**src/rtl/core/rdx_pkg.sv**
```systemverilog
`timescale 1ns / 1ps
`default_nettype none
// ----------------------------------------------------------------------------
// rdx_pkg
// Shared types, character constants and the digit-to-ASCII map of the
// radix converter.
// ----------------------------------------------------------------------------
package rdx_pkg;

  localparam int unsigned CharW    = 8;
  localparam int unsigned BaseW    = 6;
  localparam int unsigned DigitW   = 6;
  localparam int unsigned OutCharW = 7;

  typedef logic [CharW-1:0]    char_t;
  typedef logic [BaseW-1:0]    base_t;
  typedef logic [DigitW-1:0]   digit_t;
  typedef logic [OutCharW-1:0] ochar_t;

  localparam char_t CharZero = 8'h30;
  localparam char_t CharNine = 8'h39;
  localparam char_t CharLowA = 8'h61;

  localparam base_t  BaseMin  = 6'd2;
  localparam base_t  BaseMax  = 6'd36;
  localparam digit_t DecRadix = 6'd10;

  function automatic ochar_t digit_ascii(digit_t d);
    if (d < DecRadix) begin
      return ochar_t'(CharZero) + ochar_t'(d);
    end
    return ochar_t'(CharLowA) + ochar_t'(d - DecRadix);
  endfunction

endpackage
`default_nettype wire

```
**src/rtl/core/rdx_if.sv**
```systemverilog
`timescale 1ns / 1ps
`default_nettype none
// ----------------------------------------------------------------------------
// rdx_in_if / rdx_out_if
// Valid/ready channels for incoming digit characters and emitted characters.
// ----------------------------------------------------------------------------
interface rdx_in_if;
  logic            valid;
  logic            ready;
  rdx_pkg::char_t  digit_char;
  rdx_pkg::base_t  in_base;
  rdx_pkg::base_t  out_base;
  logic            last_digit;

  modport source (output valid, output digit_char, output in_base, output out_base,
                  output last_digit, input ready);
  modport sink   (input valid, input digit_char, input in_base, input out_base,
                  input last_digit, output ready);
endinterface

interface rdx_out_if;
  logic            valid;
  logic            ready;
  rdx_pkg::ochar_t out_char;
  logic            last_char;

  modport source (output valid, output out_char, output last_char, input ready);
  modport sink   (input valid, input out_char, input last_char, output ready);
endinterface
`default_nettype wire

```
**src/rtl/core/rdx_div.sv**
```systemverilog
`timescale 1ns / 1ps
`default_nettype none
// ----------------------------------------------------------------------------
// rdx_div
// Restoring divider, one quotient bit per cycle, by a small divisor.
// ----------------------------------------------------------------------------
module rdx_div #(
  parameter int unsigned ValueWidth = 32
) (
  input  wire logic                  clk_i,
  input  wire logic                  rst_ni,
  input  wire logic                  start_i,
  input  wire logic [ValueWidth-1:0] dividend_i,
  input  wire rdx_pkg::base_t        divisor_i,
  output logic      [ValueWidth-1:0] quo_o,
  output rdx_pkg::digit_t            rem_o,
  output logic                       done_o
);

  localparam int unsigned CntW = $clog2(ValueWidth);

  logic                  busy_q, busy_d;
  logic                  done_q, done_d;
  logic [CntW-1:0]       cnt_q, cnt_d;
  logic [ValueWidth-1:0] quo_q, quo_d;
  rdx_pkg::digit_t       rem_q, rem_d;
  rdx_pkg::base_t        div_q, div_d;

  logic [rdx_pkg::DigitW:0] trial;
  logic [rdx_pkg::DigitW:0] diff;
  logic                     ge;

  assign trial = {rem_q, quo_q[ValueWidth-1]};
  assign diff  = trial - {1'b0, div_q};
  assign ge    = trial >= {1'b0, div_q};

  always_comb begin
    busy_d = busy_q;
    done_d = 1'b0;
    cnt_d  = cnt_q;
    quo_d  = quo_q;
    rem_d  = rem_q;
    div_d  = div_q;
    if (start_i) begin
      busy_d = 1'b1;
      cnt_d  = CntW'(ValueWidth - 1);
      quo_d  = dividend_i;
      rem_d  = '0;
      div_d  = divisor_i;
    end else if (busy_q) begin
      quo_d = {quo_q[ValueWidth-2:0], ge};
      rem_d = ge ? diff[rdx_pkg::DigitW-1:0] : trial[rdx_pkg::DigitW-1:0];
      cnt_d = cnt_q - CntW'(1);
      if (cnt_q == '0) begin
        busy_d = 1'b0;
        done_d = 1'b1;
      end
    end
  end

  always_ff @(posedge clk_i or negedge rst_ni) begin
    if (!rst_ni) begin
      busy_q <= 1'b0;
      done_q <= 1'b0;
      cnt_q  <= '0;
    end else begin
      busy_q <= busy_d;
      done_q <= done_d;
      cnt_q  <= cnt_d;
    end
  end

  always_ff @(posedge clk_i) begin
    quo_q <= quo_d;
    rem_q <= rem_d;
    div_q <= div_d;
  end

  assign quo_o  = quo_q;
  assign rem_o  = rem_q;
  assign done_o = done_q;

endmodule
`default_nettype wire

```
**src/rtl/core/rdx_dstore.sv**
```systemverilog
`timescale 1ns / 1ps
`default_nettype none
// ----------------------------------------------------------------------------
// rdx_dstore
// Digit scratch memory, one write port and one registered read port.
// ----------------------------------------------------------------------------
module rdx_dstore #(
  parameter int unsigned Depth = 32
) (
  input  wire logic                     clk_i,
  input  wire logic                     we_i,
  input  wire logic [$clog2(Depth)-1:0] waddr_i,
  input  wire rdx_pkg::digit_t          wdata_i,
  input  wire logic                     re_i,
  input  wire logic [$clog2(Depth)-1:0] raddr_i,
  output rdx_pkg::digit_t               rdata_o
);

  rdx_pkg::digit_t mem_q [Depth];
  rdx_pkg::digit_t rdata_q;

  always_ff @(posedge clk_i) begin
    if (we_i) begin
      mem_q[waddr_i] <= wdata_i;
    end
  end

  always_ff @(posedge clk_i) begin
    if (re_i) begin
      rdata_q <= mem_q[raddr_i];
    end
  end

  assign rdata_o = rdata_q;

endmodule
`default_nettype wire

```
**src/rtl/core/radix_converter.sv**
```systemverilog
`timescale 1ns / 1ps
`default_nettype none
// ----------------------------------------------------------------------------
// radix_converter
// Horner accumulation of digit characters, then serial conversion of the
// value into lower-case ASCII digits of the output base.
// ----------------------------------------------------------------------------
// A digit without the last flag is taken with one VALUE_WIDTH x 6
// multiply-add into the accumulator. On the last digit the block stops
// taking input and converts the value: the shared bit-serial divider
// writes every output digit into the digit memory, and each digit is then
// read back (S_RD), loaded (S_LOAD) and presented (S_OUT), where it waits
// while the sink holds ready low. A zero value emits a single '0' in the
// cycle after the last digit. At most MAX_DIGITS least significant digits
// are emitted.
// ----------------------------------------------------------------------------
module radix_converter #(
  parameter int unsigned VALUE_WIDTH = 32,
  parameter int unsigned MAX_DIGITS  = 32
) (
  input  wire logic clk_i,
  input  wire logic rst_ni,
  rdx_in_if.sink    in_i,
  rdx_out_if.source out_o
);

  localparam int unsigned IdxW = $clog2(MAX_DIGITS);

  localparam logic [2:0] S_IDLE = 3'd0;
  localparam logic [2:0] S_DIV  = 3'd1;
  localparam logic [2:0] S_RD   = 3'd2;
  localparam logic [2:0] S_LOAD = 3'd3;
  localparam logic [2:0] S_OUT  = 3'd4;

  logic [2:0]             state_q, state_d;
  logic [VALUE_WIDTH-1:0] acc_q, acc_d;
  logic [IdxW-1:0]        cnt_q, cnt_d;
  rdx_pkg::base_t         obase_q, obase_d;
  rdx_pkg::ochar_t        och_q, och_d;
  logic                   olast_q, olast_d;

  logic                   in_xfer;
  logic                   is_dec;
  logic [VALUE_WIDTH-1:0] dig_val;
  logic [VALUE_WIDTH-1:0] acc_mac;
  rdx_pkg::base_t         ob_clamp;

  logic                   div_start;
  logic [VALUE_WIDTH-1:0] div_dividend;
  rdx_pkg::base_t         div_divisor;
  logic [VALUE_WIDTH-1:0] div_quo;
  rdx_pkg::digit_t        div_rem;
  logic                   div_done;

  logic                   mem_we;
  logic                   mem_re;
  rdx_pkg::digit_t        mem_rdata;

  assign in_i.ready = (state_q == S_IDLE);
  assign in_xfer    = in_i.valid && in_i.ready;

  assign is_dec  = (in_i.digit_char >= rdx_pkg::CharZero) &&
                   (in_i.digit_char <= rdx_pkg::CharNine);
  assign dig_val = is_dec ? VALUE_WIDTH'(in_i.digit_char - rdx_pkg::CharZero)
                          : VALUE_WIDTH'(in_i.digit_char) + VALUE_WIDTH'(rdx_pkg::DecRadix)
                            - VALUE_WIDTH'(rdx_pkg::CharLowA);
  assign acc_mac = VALUE_WIDTH'(acc_q * VALUE_WIDTH'(in_i.in_base)) + dig_val;

  assign ob_clamp = (in_i.out_base < rdx_pkg::BaseMin) ? rdx_pkg::BaseMin :
                    (in_i.out_base > rdx_pkg::BaseMax) ? rdx_pkg::BaseMax :
                    in_i.out_base;

  assign div_dividend = (state_q == S_IDLE) ? acc_mac : div_quo;
  assign div_divisor  = (state_q == S_IDLE) ? ob_clamp : obase_q;

  always_comb begin
    state_d   = state_q;
    acc_d     = acc_q;
    cnt_d     = cnt_q;
    obase_d   = obase_q;
    och_d     = och_q;
    olast_d   = olast_q;
    div_start = 1'b0;
    mem_we    = 1'b0;
    mem_re    = 1'b0;
    unique case (state_q)
      S_IDLE: begin
        if (in_xfer) begin
          if (!in_i.last_digit) begin
            acc_d = acc_mac;
          end else begin
            acc_d   = '0;
            obase_d = ob_clamp;
            cnt_d   = '0;
            if (acc_mac == '0) begin
              och_d   = rdx_pkg::ochar_t'(rdx_pkg::CharZero);
              olast_d = 1'b1;
              state_d = S_OUT;
            end else begin
              div_start = 1'b1;
              state_d   = S_DIV;
            end
          end
        end
      end
      S_DIV: begin
        if (div_done) begin
          mem_we = 1'b1;
          if ((div_quo != '0) && (cnt_q != IdxW'(MAX_DIGITS - 1))) begin
            cnt_d     = cnt_q + IdxW'(1);
            div_start = 1'b1;
          end else begin
            state_d = S_RD;
          end
        end
      end
      S_RD: begin
        mem_re  = 1'b1;
        state_d = S_LOAD;
      end
      S_LOAD: begin
        och_d   = rdx_pkg::digit_ascii(mem_rdata);
        olast_d = (cnt_q == '0);
        state_d = S_OUT;
      end
      S_OUT: begin
        if (out_o.ready) begin
          if (olast_q) begin
            state_d = S_IDLE;
          end else begin
            cnt_d   = cnt_q - IdxW'(1);
            state_d = S_RD;
          end
        end
      end
      default: begin
        state_d = S_IDLE;
      end
    endcase
  end

  always_ff @(posedge clk_i or negedge rst_ni) begin
    if (!rst_ni) begin
      state_q <= S_IDLE;
      acc_q   <= '0;
      cnt_q   <= '0;
    end else begin
      state_q <= state_d;
      acc_q   <= acc_d;
      cnt_q   <= cnt_d;
    end
  end

  always_ff @(posedge clk_i) begin
    obase_q <= obase_d;
    och_q   <= och_d;
    olast_q <= olast_d;
  end

  rdx_div #(
    .ValueWidth (VALUE_WIDTH)
  ) u_div (
    .clk_i      (clk_i),
    .rst_ni     (rst_ni),
    .start_i    (div_start),
    .dividend_i (div_dividend),
    .divisor_i  (div_divisor),
    .quo_o      (div_quo),
    .rem_o      (div_rem),
    .done_o     (div_done)
  );

  rdx_dstore #(
    .Depth (MAX_DIGITS)
  ) u_dstore (
    .clk_i   (clk_i),
    .we_i    (mem_we),
    .waddr_i (cnt_q),
    .wdata_i (div_rem),
    .re_i    (mem_re),
    .raddr_i (cnt_q),
    .rdata_o (mem_rdata)
  );

  assign out_o.valid     = (state_q == S_OUT);
  assign out_o.out_char  = och_q;
  assign out_o.last_char = olast_q;

`ifndef SYNTH
  a_div_done_in_div: assert property (@(posedge clk_i) disable iff (!rst_ni)
    div_done |-> (state_q == S_DIV))
    else $error("divider finished outside the division phase");

  a_last_blocks_input: assert property (@(posedge clk_i) disable iff (!rst_ni)
    (in_xfer && in_i.last_digit) |=> !in_i.ready)
    else $error("input taken while a number is being converted");

  a_last_char_returns: assert property (@(posedge clk_i) disable iff (!rst_ni)
    (out_o.valid && out_o.ready && out_o.last_char) |=> in_i.ready)
    else $error("not idle after the final character transfer");

  a_acc_clear_after_last: assert property (@(posedge clk_i) disable iff (!rst_ni)
    (in_xfer && in_i.last_digit) |=> (acc_q == '0))
    else $error("accumulator not cleared after the final digit");
`endif

endmodule
`default_nettype wire

```
**src/flat_wrapper.sv**
```systemverilog
// flat-port wrapper written by rule: the top's interface ports become plain ports
module radix_converter_flat 
#(
  parameter int unsigned VALUE_WIDTH = 32,
  parameter int unsigned MAX_DIGITS  = 32
)
  (clk_i, rst_ni, in_i_valid, in_i_digit_char, in_i_in_base, in_i_out_base, in_i_last_digit, in_i_ready, out_o_valid, out_o_out_char, out_o_last_char, out_o_ready);
  rdx_in_if in_i_i ();
  rdx_out_if out_o_i ();
  input  wire logic clk_i;
  input  wire logic rst_ni;
  input wire logic [$bits(in_i_i.valid)-1:0] in_i_valid;
  input wire logic [$bits(in_i_i.digit_char)-1:0] in_i_digit_char;
  input wire logic [$bits(in_i_i.in_base)-1:0] in_i_in_base;
  input wire logic [$bits(in_i_i.out_base)-1:0] in_i_out_base;
  input wire logic [$bits(in_i_i.last_digit)-1:0] in_i_last_digit;
  output wire logic [$bits(in_i_i.ready)-1:0] in_i_ready;
  output wire logic [$bits(out_o_i.valid)-1:0] out_o_valid;
  output wire logic [$bits(out_o_i.out_char)-1:0] out_o_out_char;
  output wire logic [$bits(out_o_i.last_char)-1:0] out_o_last_char;
  input wire logic [$bits(out_o_i.ready)-1:0] out_o_ready;
  assign in_i_i.valid = in_i_valid;
  assign in_i_i.digit_char = in_i_digit_char;
  assign in_i_i.in_base = in_i_in_base;
  assign in_i_i.out_base = in_i_out_base;
  assign in_i_i.last_digit = in_i_last_digit;
  assign in_i_ready = in_i_i.ready;
  assign out_o_valid = out_o_i.valid;
  assign out_o_out_char = out_o_i.out_char;
  assign out_o_last_char = out_o_i.last_char;
  assign out_o_i.ready = out_o_ready;
  radix_converter #(.VALUE_WIDTH(VALUE_WIDTH), .MAX_DIGITS(MAX_DIGITS)) u_core (.clk_i(clk_i), .rst_ni(rst_ni), .in_i(in_i_i), .out_o(out_o_i));
endmodule
```
**config.mk**
```make
export PLATFORM = sky130hd
export DESIGN_NAME = radix_converter_flat
export DESIGN_NICKNAME = d
export VERILOG_FILES = /design/src/rtl/core/rdx_pkg.sv /design/src/rtl/core/rdx_if.sv /design/src/rtl/core/rdx_div.sv /design/src/rtl/core/rdx_dstore.sv /design/src/rtl/core/radix_converter.sv /design/src/flat_wrapper.sv
export SDC_FILE = /design/constraint.sdc
export NUM_CORES = 1
export LEC_CHECK = 0
export BUFFER_PORTS_ARGS = -buffer_cell sky130_fd_sc_hd__buf_2
export CORE_MARGIN = 1
export CORE_UTILIZATION = 40
export DETAILED_ROUTE_END_ITERATION = 16
export RECOVER_POWER = 25
export SYNTH_ARGS = -nofsm -noshare
export SYNTH_HDL_FRONTEND = slang
export SYNTH_SLANG_ARGS = --single-unit
```
**constraint.sdc**
```tcl
create_clock -name clk_i -period 6.8 [get_ports clk_i]
set_clock_uncertainty 0.05 [all_clocks]
set_input_delay 1.36 -clock clk_i [delete_from_list [all_inputs] [get_ports clk_i]]
set_output_delay 1.36 -clock clk_i [all_outputs]
set_load 0.01 [all_outputs]
```
==> impl_metrics.ini <==
[place]
pre_cts_ws_ns = -0.680
dp.cells = 2389
port_buffers = 34
dp_hpwl_um = 36900
finalWeightedCongestion = 0.908

[run_status]
violations = capacitance limit, slew limit
outcome = finished, violations left

[sta]
slew_headroom = -0.0434
timing.final.ws_setup_ns = 0.0670
fin_crit_ns = 6.73
period_share = 0.990
tightest_slew_ns = 1.57
whs_ns = 0.465
fmax_ghz = 0.149
slew_violations = 141
finalHoldViolations = 0
setup_viol = 0

[setup_path]
path_buf_inv = 5
cp_common_cell = fa_1
cp-end-kind = register
cp_slowest_cell = fa_1
critPathLaunchType = primary input
cpPeakStageDelay_ns = 0.56
cp_top_family = adder cells
crit_required_ns = 7.07
worstSetupPathType = in2reg
path_cells = clkbuf_4 > buf_4 > nand2_1 > fa_1 > fa_1 > fa_1 > fa_1 > inv_1 > ha_1 > nand4_1 > a211oi_2 > and3_1 > a211oi_2 > a2111oi_0 > and4b_1 > and4_4 > and4_4 > o21ai_4 > buf_4 > clkbuf_16 > mux2_4
cp_max_fo = 11
worst_ep_arrival_time_ns = 7.00

[layout]
finalNonFillerCells = 2457
diodes = 0
nFillCells = 4240
area_delta_synth_final_pct = 19.3
fin_nets = 2042
drive_above_1_share = 0.254

[logic_synthesis]
synth_top_area_share = 0.386
synth_area_leaders = edfxtp_1 (39%), fa_1 (14%), dfrtp_1 (6.0%)
syn_area_per_cell_sq_um = 12.2
synth.cell_area_sq_mm = 0.0194
ys.flop_type = edfxtp_1
yosys-top-cells-count = edfxtp_1 (250), nand2_1 (212), fa_1 (139)
async_flop_share = 0.155
seq_area_frac_synth = 0.453
synth_most_common_cell = edfxtp_1
yosys.cell_types.count = 87
synth.largest_area_cell = edfxtp_1
syn_nets = 1817
synth_edf_count = 250
ys_warn_count = 0
syn-instance-count = 1592
synth_seq_cells = 303

[routing]
drc = 0
drt-total-wl_um = 49300
first_pass_iters = 5
vias = 13200
wl_per_cell_um = 20.1
antenna_left = 0
drtIter0Drc = 976
drt-vias-per-instance = 5.37

[global_routing]
grt_pass1_wl_um = 78100
grt_pass1_vias = 13500
grt_max_degree = 56
grt_use_total = 0.203
gr-total-overflow = 0
antenna_found_initial = 0

[clocking]
cts_tree = yes
cts_inserted_buffers = 31
clk_pin_slew_ns = 0.06
cts_sinks = 303
ctsHtreeMaxLevel = 1
clk_path_buf_depth = 3
clk_latency_ns = 0.57
cts_root_buf = clkbuf_16

[floorplanning]
ioPinCount = 35
core-area_sq_mm = 0.0478
std_cell_rows = 80
die_y_um = 223
die_w_um = 223
initial_core_util = 0.406
die_area_sq_mm = 0.0495

[min_path]
hold_path_class = reg2reg

[flow_run]
maxCapViolCount = 4
-- routing by layer --
metal  global-route usage  share of wire
met1                0.293           0.45
met3               0.0428          0.070
met2                0.315           0.46
met4               0.0412          0.019
met5                    0              0
-- worst reg2reg max path: stages (launching register included) --
cell	delay, ns
dfrtp_1	0.54
nand2_1	0.13
fa_1	0.52
fa_1	0.56
fa_1	0.46
fa_1	0.55
inv_1	0.04
ha_1	0.43
nand4_1	0.25
a211oi_2	0.33
and3_1	0.23
a211oi_2	0.05
a2111oi_0	0.33
and4b_1	0.31
and4_4	0.25
and4_4	0.25
o21ai_4	0.06
buf_4	0.19
clkbuf_16	0.17
mux2_4	0.30
-- repair_timing --
item	in CTS	in global routing
endpoints found under the setup margin	72	92
gates cloned	0	2
resized for setup	4	54
hold buffers	0	0
pin swaps	0	16
setup buffers	0	8
-- layout make-up --
class	instances	area (sq um)	share of cell area
clock buffers	34	787	0.0339
clock inverters	24	164	0.00706
inverters	134	503	0.0217
multi-input cells	1087	10100	0.437
flip-flops and latches	303	8810	0.380
well taps	615	769	0.0332
repair buffers	260	2030	0.0876
-- cells by family (layout without fill, tap and decap cells) --
| family | Yosys count | in the layout | synth area share |
|---|---|---|---|
| AO/OA/AOI/OAI | 248 | 248 | 0.0919 |
| XOR/XNOR | 53 | 53 | 0.0246 |
| adder cells (fa/ha/maj) | 201 | 201 | 0.183 |
| buffers and inverters | 202 | 452 | 0.0416 |
| flip-flops | 303 | 303 | 0.453 |
| multiplexers | 90 | 90 | 0.0844 |
| AND/OR/NAND/NOR | 495 | 495 | 0.122 |
-- path summary, 6_finish.rpt --
path / startpoint / end / slack (ns) / depth (start not counted)
max: in_i_in_base[5] / u_core.u_div.quo_o[11]$_DFFE_PP_ / 0.07 / 21
min: u_core.acc_q[31]$_DFFE_PN0P_ / u_core.acc_q[31]$_DFFE_PN0P_ / 0.46 / 1
max reg2reg: u_core.acc_q[14]$_DFFE_PN0P_ / u_core.u_div.quo_o[11]$_DFFE_PP_ / 0.55 / 19
min reg2reg: u_core.acc_q[31]$_DFFE_PN0P_ / u_core.acc_q[31]$_DFFE_PN0P_ / 0.46 / 1
max in group asynchronous: rst_ni / u_core.cnt_q[0]$_DFFE_PN0P_ / 5.30 / 2
min in group asynchronous: rst_ni / u_core.acc_q[26]$_DFFE_PN0P_ / 0.87 / 2
-- sequential cells by signal, indices dropped and copies added (netlist names) --
signal and count:
u_core.u_dstore.mem_q 192, u_core.u_div.done_o 1, u_core.u_div.div_q 6, u_core.out_o.out_char 7
u_core.u_dstore.rdata_o 6, u_core.u_div.rem_o 6, u_core.u_div.cnt_q 5, u_core.acc_q 32
u_core.state_q 3, u_core.u_div.busy_q 1, u_core.out_o.last_char 1, u_core.u_div.quo_o 32
u_core.cnt_q 5, u_core.obase_q 6
-- layout by cell type (no fill, tap or decap), types with 6 or more instances in the layout --
| cell | count |
|---|---|
| a22oi_1 | 7 |
| nand2b_1 | 19 |
| mux4_2 | 48 |
| nand2_1 | 211 |
| dfrtp_1 | 45 |
| mux2_2 | 12 |
| buf_6 | 7 |
| edfxtp_1 | 250 |
| o22ai_1 | 9 |
| nand3b_1 | 6 |
| xnor2_1 | 34 |
| o21ai_2 | 8 |
| xor2_1 | 18 |
| inv_1 | 134 |
| a21o_1 | 16 |
| o211ai_1 | 15 |
| clkbuf_1 | 9 |
| clkinv_2 | 8 |
| a21oi_2 | 15 |
| buf_4 | 207 |
| and2_1 | 61 |
| a211oi_1 | 9 |
| buf_12 | 9 |
| nand3_1 | 15 |
| a22o_1 | 29 |
| ha_1 | 52 |
| a21oi_1 | 36 |
| o21ai_1 | 8 |
| o21ai_0 | 30 |
| nor3_1 | 18 |
| nor4_1 | 12 |
| buf_2 | 28 |
| clkinv_1 | 9 |
| fa_1 | 138 |
| nor2b_1 | 9 |
| mux2_4 | 25 |
| clkbuf_16 | 33 |
| nand4_1 | 18 |
| nor2_1 | 84 |
| dfxtp_1 | 6 |
-- stage by stage --
step	instance area [sq um]	TNS, ns	utilization
2_1_floorplan	19600	0	-
3_3_place_gp	21900	-64.11	0.459
3_5_place_dp	21900	-54.08	0.459
4_1_cts	22900	0	0.479
5_1_grt	23200	-0.750	0.485
6_report	23200	0	0.485
Power is left out: the tool's default activity adds up to more than one toggle a clock period on the data nets, which glitch-free logic cannot reach.
